File: config.mk
export PLATFORM = sky130hd
export DESIGN_NAME = extended_gcd_bezout
export DESIGN_NICKNAME = d
export VERILOG_FILES = /design/src/sv/egcd_pkg.sv /design/src/sv/egcd_dp.sv /design/src/sv/egcd_ctrl.sv /design/src/sv/extended_gcd_bezout.sv
export VERILOG_INCLUDE_DIRS = /design/src /design/src/sv
export SDC_FILE = /design/constraint.sdc
export NUM_CORES = 2
export LEC_CHECK = 0
export BUFFER_PORTS_ARGS = -buffer_cell sky130_fd_sc_hd__clkbuf_2
export CORE_MARGIN = 2
export CORE_UTILIZATION = 31
export CTS_CLUSTER_DIAMETER = 80
export CTS_CLUSTER_SIZE = 20
export DETAILED_ROUTE_END_ITERATION = 8
export HOLD_SLACK_MARGIN = 0.05
export SYNTH_ARGS = -nofsm -noshare
export SYNTH_HDL_FRONTEND = slang
export SYNTH_SLANG_ARGS = --single-unit
File: constraint.sdc
create_clock -name aclk -period 56.9 [get_ports aclk]
set_clock_uncertainty 0.2 [all_clocks]
set_input_delay 8.535 -clock aclk [delete_from_list [all_inputs] [get_ports aclk]]
set_output_delay 8.535 -clock aclk [all_outputs]
set_load 0.005 [all_outputs]
File: src/sv/assert_macros.svh
// ----------------------------------------------------------------------------
// assert_macros.svh
// assertion helpers for the gcd sequencer
// ----------------------------------------------------------------------------
`ifndef ASSERT_MACROS_SVH
`define ASSERT_MACROS_SVH
`ifndef SYNTHESIS
`define EGCD_ASSERT_IMP(label, clk, rstn, ante, cons, msg) \
    label: assert property (@(posedge clk) disable iff (!rstn) (ante) |-> (cons)) \
        else $error(msg);
`define EGCD_ASSERT_NXT(label, clk, rstn, ante, cons, msg) \
    label: assert property (@(posedge clk) disable iff (!rstn) (ante) |=> (cons)) \
        else $error(msg);
`else
`define EGCD_ASSERT_IMP(label, clk, rstn, ante, cons, msg)
`define EGCD_ASSERT_NXT(label, clk, rstn, ante, cons, msg)
`endif
`endif

File: src/sv/egcd_pkg.sv
// ----------------------------------------------------------------------------
// egcd_pkg
// types and constants of the extended gcd block
// ----------------------------------------------------------------------------
`timescale 1ns / 1ps
package egcd_pkg;
    localparam int unsigned PORT_W = 64;

    typedef enum logic [2:0] {
        ST_IDLE,
        ST_CHECK,
        ST_DIV,
        ST_UPD,
        ST_DONE
    } state_t;

    typedef struct packed {
        logic load;
        logic div_init;
        logic div_step;
        logic round_upd;
        logic capture;
    } cmd_t;

    typedef struct packed {
        logic y_zero;
    } status_t;
endpackage

File: src/sv/egcd_dp.sv
// ----------------------------------------------------------------------------
// egcd_dp
// euclid datapath: restoring divider with shift-add quotient products
// ----------------------------------------------------------------------------
`timescale 1ns / 1ps
module egcd_dp #(
    parameter int unsigned WIDTH = 64
) (
    input  logic                               aclk,
    input  egcd_pkg::cmd_t                     cmd,
    output egcd_pkg::status_t                  status,
    input  logic        [egcd_pkg::PORT_W-1:0] first_operand,
    input  logic        [egcd_pkg::PORT_W-1:0] second_operand,
    output logic        [egcd_pkg::PORT_W-1:0] gcd_value,
    output logic signed [egcd_pkg::PORT_W-1:0] coef_first,
    output logic signed [egcd_pkg::PORT_W-1:0] coef_second
);
    logic [WIDTH-1:0] x_reg, y_reg, a_old_reg, a_cur_reg, b_old_reg, b_cur_reg;
    logic [WIDTH-1:0] rem_reg, dvd_reg, pa_reg, pb_reg;
    logic [WIDTH-1:0] gcd_reg, ca_reg, cb_reg;
    logic [WIDTH:0]   rem_shift, diff;
    logic             qbit;
    logic [WIDTH-1:0] rem_next, pa_next, pb_next;

    always_comb begin
        rem_shift = {rem_reg, dvd_reg[WIDTH-1]};
        diff      = rem_shift - {1'b0, y_reg};
        qbit      = ~diff[WIDTH];
        rem_next  = qbit ? diff[WIDTH-1:0] : rem_shift[WIDTH-1:0];
        pa_next   = {pa_reg[WIDTH-2:0], 1'b0} + (qbit ? a_cur_reg : '0);
        pb_next   = {pb_reg[WIDTH-2:0], 1'b0} + (qbit ? b_cur_reg : '0);
    end

    always_ff @(posedge aclk) begin
        if (cmd.load) begin
            x_reg     <= first_operand[WIDTH-1:0];
            y_reg     <= second_operand[WIDTH-1:0];
            a_old_reg <= WIDTH'(1);
            a_cur_reg <= '0;
            b_old_reg <= '0;
            b_cur_reg <= WIDTH'(1);
        end
        if (cmd.div_init) begin
            rem_reg <= '0;
            dvd_reg <= x_reg;
            pa_reg  <= '0;
            pb_reg  <= '0;
        end
        if (cmd.div_step) begin
            rem_reg <= rem_next;
            dvd_reg <= {dvd_reg[WIDTH-2:0], 1'b0};
            pa_reg  <= pa_next;
            pb_reg  <= pb_next;
        end
        if (cmd.round_upd) begin
            x_reg     <= y_reg;
            y_reg     <= rem_reg;
            a_old_reg <= a_cur_reg;
            a_cur_reg <= a_old_reg - pa_reg;
            b_old_reg <= b_cur_reg;
            b_cur_reg <= b_old_reg - pb_reg;
        end
        if (cmd.capture) begin
            gcd_reg <= x_reg;
            ca_reg  <= a_old_reg;
            cb_reg  <= b_old_reg;
        end
    end

    assign status.y_zero = (y_reg == '0);
    assign gcd_value   = egcd_pkg::PORT_W'(gcd_reg);
    assign coef_first  = egcd_pkg::PORT_W'(signed'(ca_reg));
    assign coef_second = egcd_pkg::PORT_W'(signed'(cb_reg));
endmodule

File: src/sv/egcd_ctrl.sv
// ----------------------------------------------------------------------------
// egcd_ctrl
// sequencer for euclid rounds and the result handshake
// ----------------------------------------------------------------------------
`timescale 1ns / 1ps
`include "assert_macros.svh"
module egcd_ctrl #(
    parameter int unsigned WIDTH = 64
) (
    input  logic              aclk,
    input  logic              aresetn,
    input  logic              s_valid,
    output logic              s_ready,
    output logic              m_valid,
    input  logic              m_ready,
    output egcd_pkg::cmd_t    cmd,
    input  egcd_pkg::status_t status
);
    localparam int unsigned CNT_W = $clog2(WIDTH);

    egcd_pkg::state_t state_reg, state_next;
    logic [CNT_W-1:0] cnt_reg, cnt_next;
    logic             m_valid_reg, m_valid_next;
    logic             cnt_last;

    assign cnt_last = (cnt_reg == CNT_W'(WIDTH - 1));

    always_ff @(posedge aclk) begin
        if (!aresetn) begin
            state_reg   <= egcd_pkg::ST_IDLE;
            cnt_reg     <= '0;
            m_valid_reg <= 1'b0;
        end else begin
            state_reg   <= state_next;
            cnt_reg     <= cnt_next;
            m_valid_reg <= m_valid_next;
        end
    end

    always_comb begin
        state_next   = state_reg;
        cnt_next     = cnt_reg;
        m_valid_next = m_valid_reg && !m_ready;
        cmd          = '0;
        s_ready      = 1'b0;
        unique case (state_reg)
            egcd_pkg::ST_IDLE: begin
                s_ready = 1'b1;
                if (s_valid) begin
                    cmd.load   = 1'b1;
                    state_next = egcd_pkg::ST_CHECK;
                end
            end
            egcd_pkg::ST_CHECK: begin
                if (status.y_zero) begin
                    state_next = egcd_pkg::ST_DONE;
                end else begin
                    cmd.div_init = 1'b1;
                    cnt_next     = '0;
                    state_next   = egcd_pkg::ST_DIV;
                end
            end
            egcd_pkg::ST_DIV: begin
                cmd.div_step = 1'b1;
                cnt_next     = cnt_reg + 1'b1;
                if (cnt_last) begin
                    state_next = egcd_pkg::ST_UPD;
                end
            end
            egcd_pkg::ST_UPD: begin
                cmd.round_upd = 1'b1;
                state_next    = egcd_pkg::ST_CHECK;
            end
            egcd_pkg::ST_DONE: begin
                if (!m_valid_reg || m_ready) begin
                    cmd.capture  = 1'b1;
                    m_valid_next = 1'b1;
                    state_next   = egcd_pkg::ST_IDLE;
                end
            end
            default: state_next = egcd_pkg::ST_IDLE;
        endcase
    end

    assign m_valid = m_valid_reg;

    `EGCD_ASSERT_IMP(a_capture_free, aclk, aresetn, cmd.capture, !m_valid_reg || m_ready, "result overwritten")
    `EGCD_ASSERT_NXT(a_valid_holds, aclk, aresetn, m_valid_reg && !m_ready, m_valid_reg, "result dropped")
    `EGCD_ASSERT_NXT(a_div_end, aclk, aresetn, state_reg == egcd_pkg::ST_DIV && cnt_last, state_reg == egcd_pkg::ST_UPD, "divide overrun")
endmodule

File: src/sv/extended_gcd_bezout.sv
// ----------------------------------------------------------------------------
// extended_gcd_bezout
// extended euclid: gcd and bezout coefficients of two unsigned operands
// ----------------------------------------------------------------------------
// channel  direction  payload
// s_       in         first_operand, second_operand
// m_       out        gcd_value, coef_first, coef_second
//
// each round checks y, divides one quotient bit per cycle, then updates the coefficients
// one request at a time; a new one is taken while the last result waits
// aresetn clears the sequencer and the result valid
`timescale 1ns / 1ps
module extended_gcd_bezout #(
    parameter int unsigned WIDTH = 64
) (
    input  logic                               aclk,
    input  logic                               aresetn,
    input  logic                               s_valid,
    output logic                               s_ready,
    input  logic        [egcd_pkg::PORT_W-1:0] s_first_operand,
    input  logic        [egcd_pkg::PORT_W-1:0] s_second_operand,
    output logic                               m_valid,
    input  logic                               m_ready,
    output logic        [egcd_pkg::PORT_W-1:0] m_gcd_value,
    output logic signed [egcd_pkg::PORT_W-1:0] m_coef_first,
    output logic signed [egcd_pkg::PORT_W-1:0] m_coef_second
);
    egcd_pkg::cmd_t    cmd;
    egcd_pkg::status_t status;

    egcd_ctrl #(.WIDTH(WIDTH)) u_ctrl (
        .aclk    (aclk),
        .aresetn (aresetn),
        .s_valid (s_valid),
        .s_ready (s_ready),
        .m_valid (m_valid),
        .m_ready (m_ready),
        .cmd     (cmd),
        .status  (status)
    );

    egcd_dp #(.WIDTH(WIDTH)) u_dp (
        .aclk           (aclk),
        .cmd            (cmd),
        .status         (status),
        .first_operand  (s_first_operand),
        .second_operand (s_second_operand),
        .gcd_value      (m_gcd_value),
        .coef_first     (m_coef_first),
        .coef_second    (m_coef_second)
    );
endmodule

==> metrics.txt <==
Post-DRT Antenna Nets=0; placer congestion estimate=approximately 0.93; dpl hpwl=103,000 um; slew margin rel.=0.242; port bufs=325; r2r worst-path depth=24; FF-to-FF End=u_dp.pa_reg[61]$_SDFFCE_PN0P_; Routed WL=140,000 um; final instance area=0.0564 mm2; first-pass GRT wire length=between 200,000 and 250,000 um; synthesized area per cell=between 10 and 15 um2; CP arrival=11.79 ns; DIE HEIGHT=slightly above 400 um; FF+latch count, synth=842; Final Hold Fails=0; clk buf depth=3; net count after synthesis=5,396; CP dominant cell by count=buf_4; I/O pin count=326; Die X-Extent=406 um; Pwr per Cell Area=31.9 mW/mm2; Seq/Total Area, Yosys=0.503; setup TNS=0 ns; initial drt markers=3,015; Site Rows=147; routed via count=37,800; status=finished clean; largest area contributor in the netlist=edfxtp_1; crit path kind=in -> reg; Min-Delay Path Depth=0; Starting Density=0.312; startpoint types=primary input; aggregate global-route resource usage=0.166; Tmin final=11.68 ns; CTS tree=done; LEAKAGE=0.0229 uW; Post-CTS Resized=0; Worst Path Max Fanout=62; RSZ-0062 raised after global routing=no; initial antenna violation count=2; DIE AREA=0.165 mm2; post-route clock period utilization=0.205; post-CTS setup buffers=0; largest net degree at the start of global routing=around 110; max-slew violation count=0; CP Capture Type=flip-flop; peak supply drop=0.0208 mV; actual slew at the worst max-slew pin=1.13 ns; worst-path cell chain=clkbuf_2, nand2_1, a21oi_4, buf_4, buf_4, buf_4; hold path endpoint=u_dp.coef_first[48]$_DFFE_PP_; WP data required=roughly 57 ns; type of the most critical hold path=reg -> reg; Core Box Area=around 0.16 mm2; grt ovf=0; f_max=85.6 MHz; TritonCTS buffer count=74; H-tree depth=3; # hold bufs at CTS=0; hold path start=u_dp.a_old_reg[48]$_SDFFCE_PN0P_; share of the synthesized area in the top cell type=0.499; Worst path max stage delay=0.90 ns; Area Overhead vs Synth=12.8%; fraction of layout cells with a size suffix above 1=0.102; Syn Inst Count=4,944; clk_lat worst skew=0.70 ns; clock sink count=842; Synth Cell Area=0.0500 mm2; Area after DPL=0.0538 mm2; number of enable flip-flop cells after synthesis=831; fraction of registers with async set/reset=0; YS warnings=0; top cells by area, synth=edfxtp_1 (50%), ha_1 (7.9%), nand2_1 (4.6%); Root Driver=clkbuf_16; reg2reg start=u_dp.rem_reg[36]$_SDFFCE_PN0P_; Max Cap Viol=0; vias in the first global route=36,600; clock transition at the registers of the reported paths=0.08 ns; Vias per Instance=5.12; DR pass1 iterations=6; Post-synth top flop=edfxtp_1; DRC viols=0; R2R setup slack=48.15 ns; Slowest cell on crit path=a21oi_4; drt wl/cell=19.0 um; Setup-failing EPs final=0; Yosys cell types=85; Final nets=5,611
## cell families (layout without fill, tap and decap cells)
family,count (synthesis),in the layout,share of synthesized area
simple gates,1692,1692,0.159
xor+xnor,280,280,0.0490
compound gates,1302,1302,0.167
fa+ha+maj,320,320,0.0808
other cells,0,2,0
mux,9,9,0.00180
buf+inv,499,767,0.0385
flops,842,842,0.503
## power breakdown
part	leakage (uW)	total, uW	switching, uW	internal, uW
logic	0.0136	475	297	178
registers	0.00807	768	30.2	738
clock network	0.00125	553	275	278
total	0.0229	1800	602	1190
## worst max path at each step
stage / start / endpoint / slack, ns / cells past startpoint
2_1_floorplan: s_valid / u_dp.a_cur_reg[0]$_SDFFCE_PN0P_ / 28.43 / 2
3_3_place_gp: s_valid / u_dp.b_cur_reg[51]$_SDFFCE_PN0P_ / 44.58 / 6
3_5_place_dp: s_valid / u_dp.b_cur_reg[53]$_SDFFCE_PN0P_ / 44.48 / 6
4_1_cts: s_valid / u_dp.b_cur_reg[21]$_SDFFCE_PN0P_ / 45.24 / 6
5_1_grt: s_valid / u_dp.b_cur_reg[53]$_SDFFCE_PN0P_ / 45.00 / 6
6_report: s_valid / u_dp.b_cur_reg[49]$_SDFFCE_PN0P_ / 45.22 / 6
## per-layer routing
metal,GRT usage,vias to the layer above,wire [um]
met5,0,-,0
met4,0.0471,0,3230
met3,0.0210,160,7970
met2,0.268,1191,64000
met1,0.233,18200,64900
li1,-,18300,-
## final cells by class
cell class              count  area [um2]
diodes                      2        5.00
clock buffers              80        1950
clock inverters            49         652
fillers                 16300      104000
inverters                 277        1040
multi-input cells        3603       23000
flip-flops and latches    842       25200
well taps                2160        2700
repair buffers            361        1910
## per-stage QoR
stage               hold WS [ns]  std cells  total power (uW)  worst slack, ns  utilization
global placement           0.233       7243              1250            44.58        0.335
CTS                        0.249       7372              1810            45.24        0.352
finish                     0.250       7374              1800            45.22        0.352
detailed placement         0.236       7243              1250            44.48        0.335
global route               0.267       7372              1890            45.00        0.352
floorplan                  0.222       4944              1150            28.43            -
## placed cells by master, fill, tap and decap left out, drive strengths merged, types with 36 or more instances in the layout
cell type    n
a211oi      38
a21o       190
a21oi      428
a22o        63
a31oi       37
and2       285
and3        45
buf         36
clkbuf     405
edfxtp     831
ha         315
inv        300
nand2      612
nand2b      39
nand3       59
nand4       71
nor2       401
nor2b       41
nor3        58
o21a        37
o21ai      252
o21bai      78
xnor2      162
xor2       118
## Yosys cell counts, drive strengths merged, types with 9 or more instances
library cell / count
nor3: 58
o31ai: 21
a221oi: 14
o21a: 37
dfxtp: 11
o21ai: 252
o21bai: 78
ha: 315
or2: 12
and3: 45
nor2: 401
a221o: 12
nand2: 612
a31oi: 37
nand3: 59
edfxtp: 831
nor3b: 10
nor2b: 41
a21o: 190
inv: 277
clkbuf: 185
and2: 285
o211ai: 24
xor2: 118
nand2b: 39
a21oi: 428
or3: 15
nor4: 26
o41ai: 9
mux2i: 9
nand4: 71
a211oi: 38
buf: 37
a22o: 63
xnor2: 162
a21boi: 18
## worst max-delay path: cells and delay by family
kind	cells	cell delay [ns]
compound gates	1	0.90
buf+inv	4	2.09
simple gates	1	0.09
Note: power is estimated with default switching activity, not from simulation.
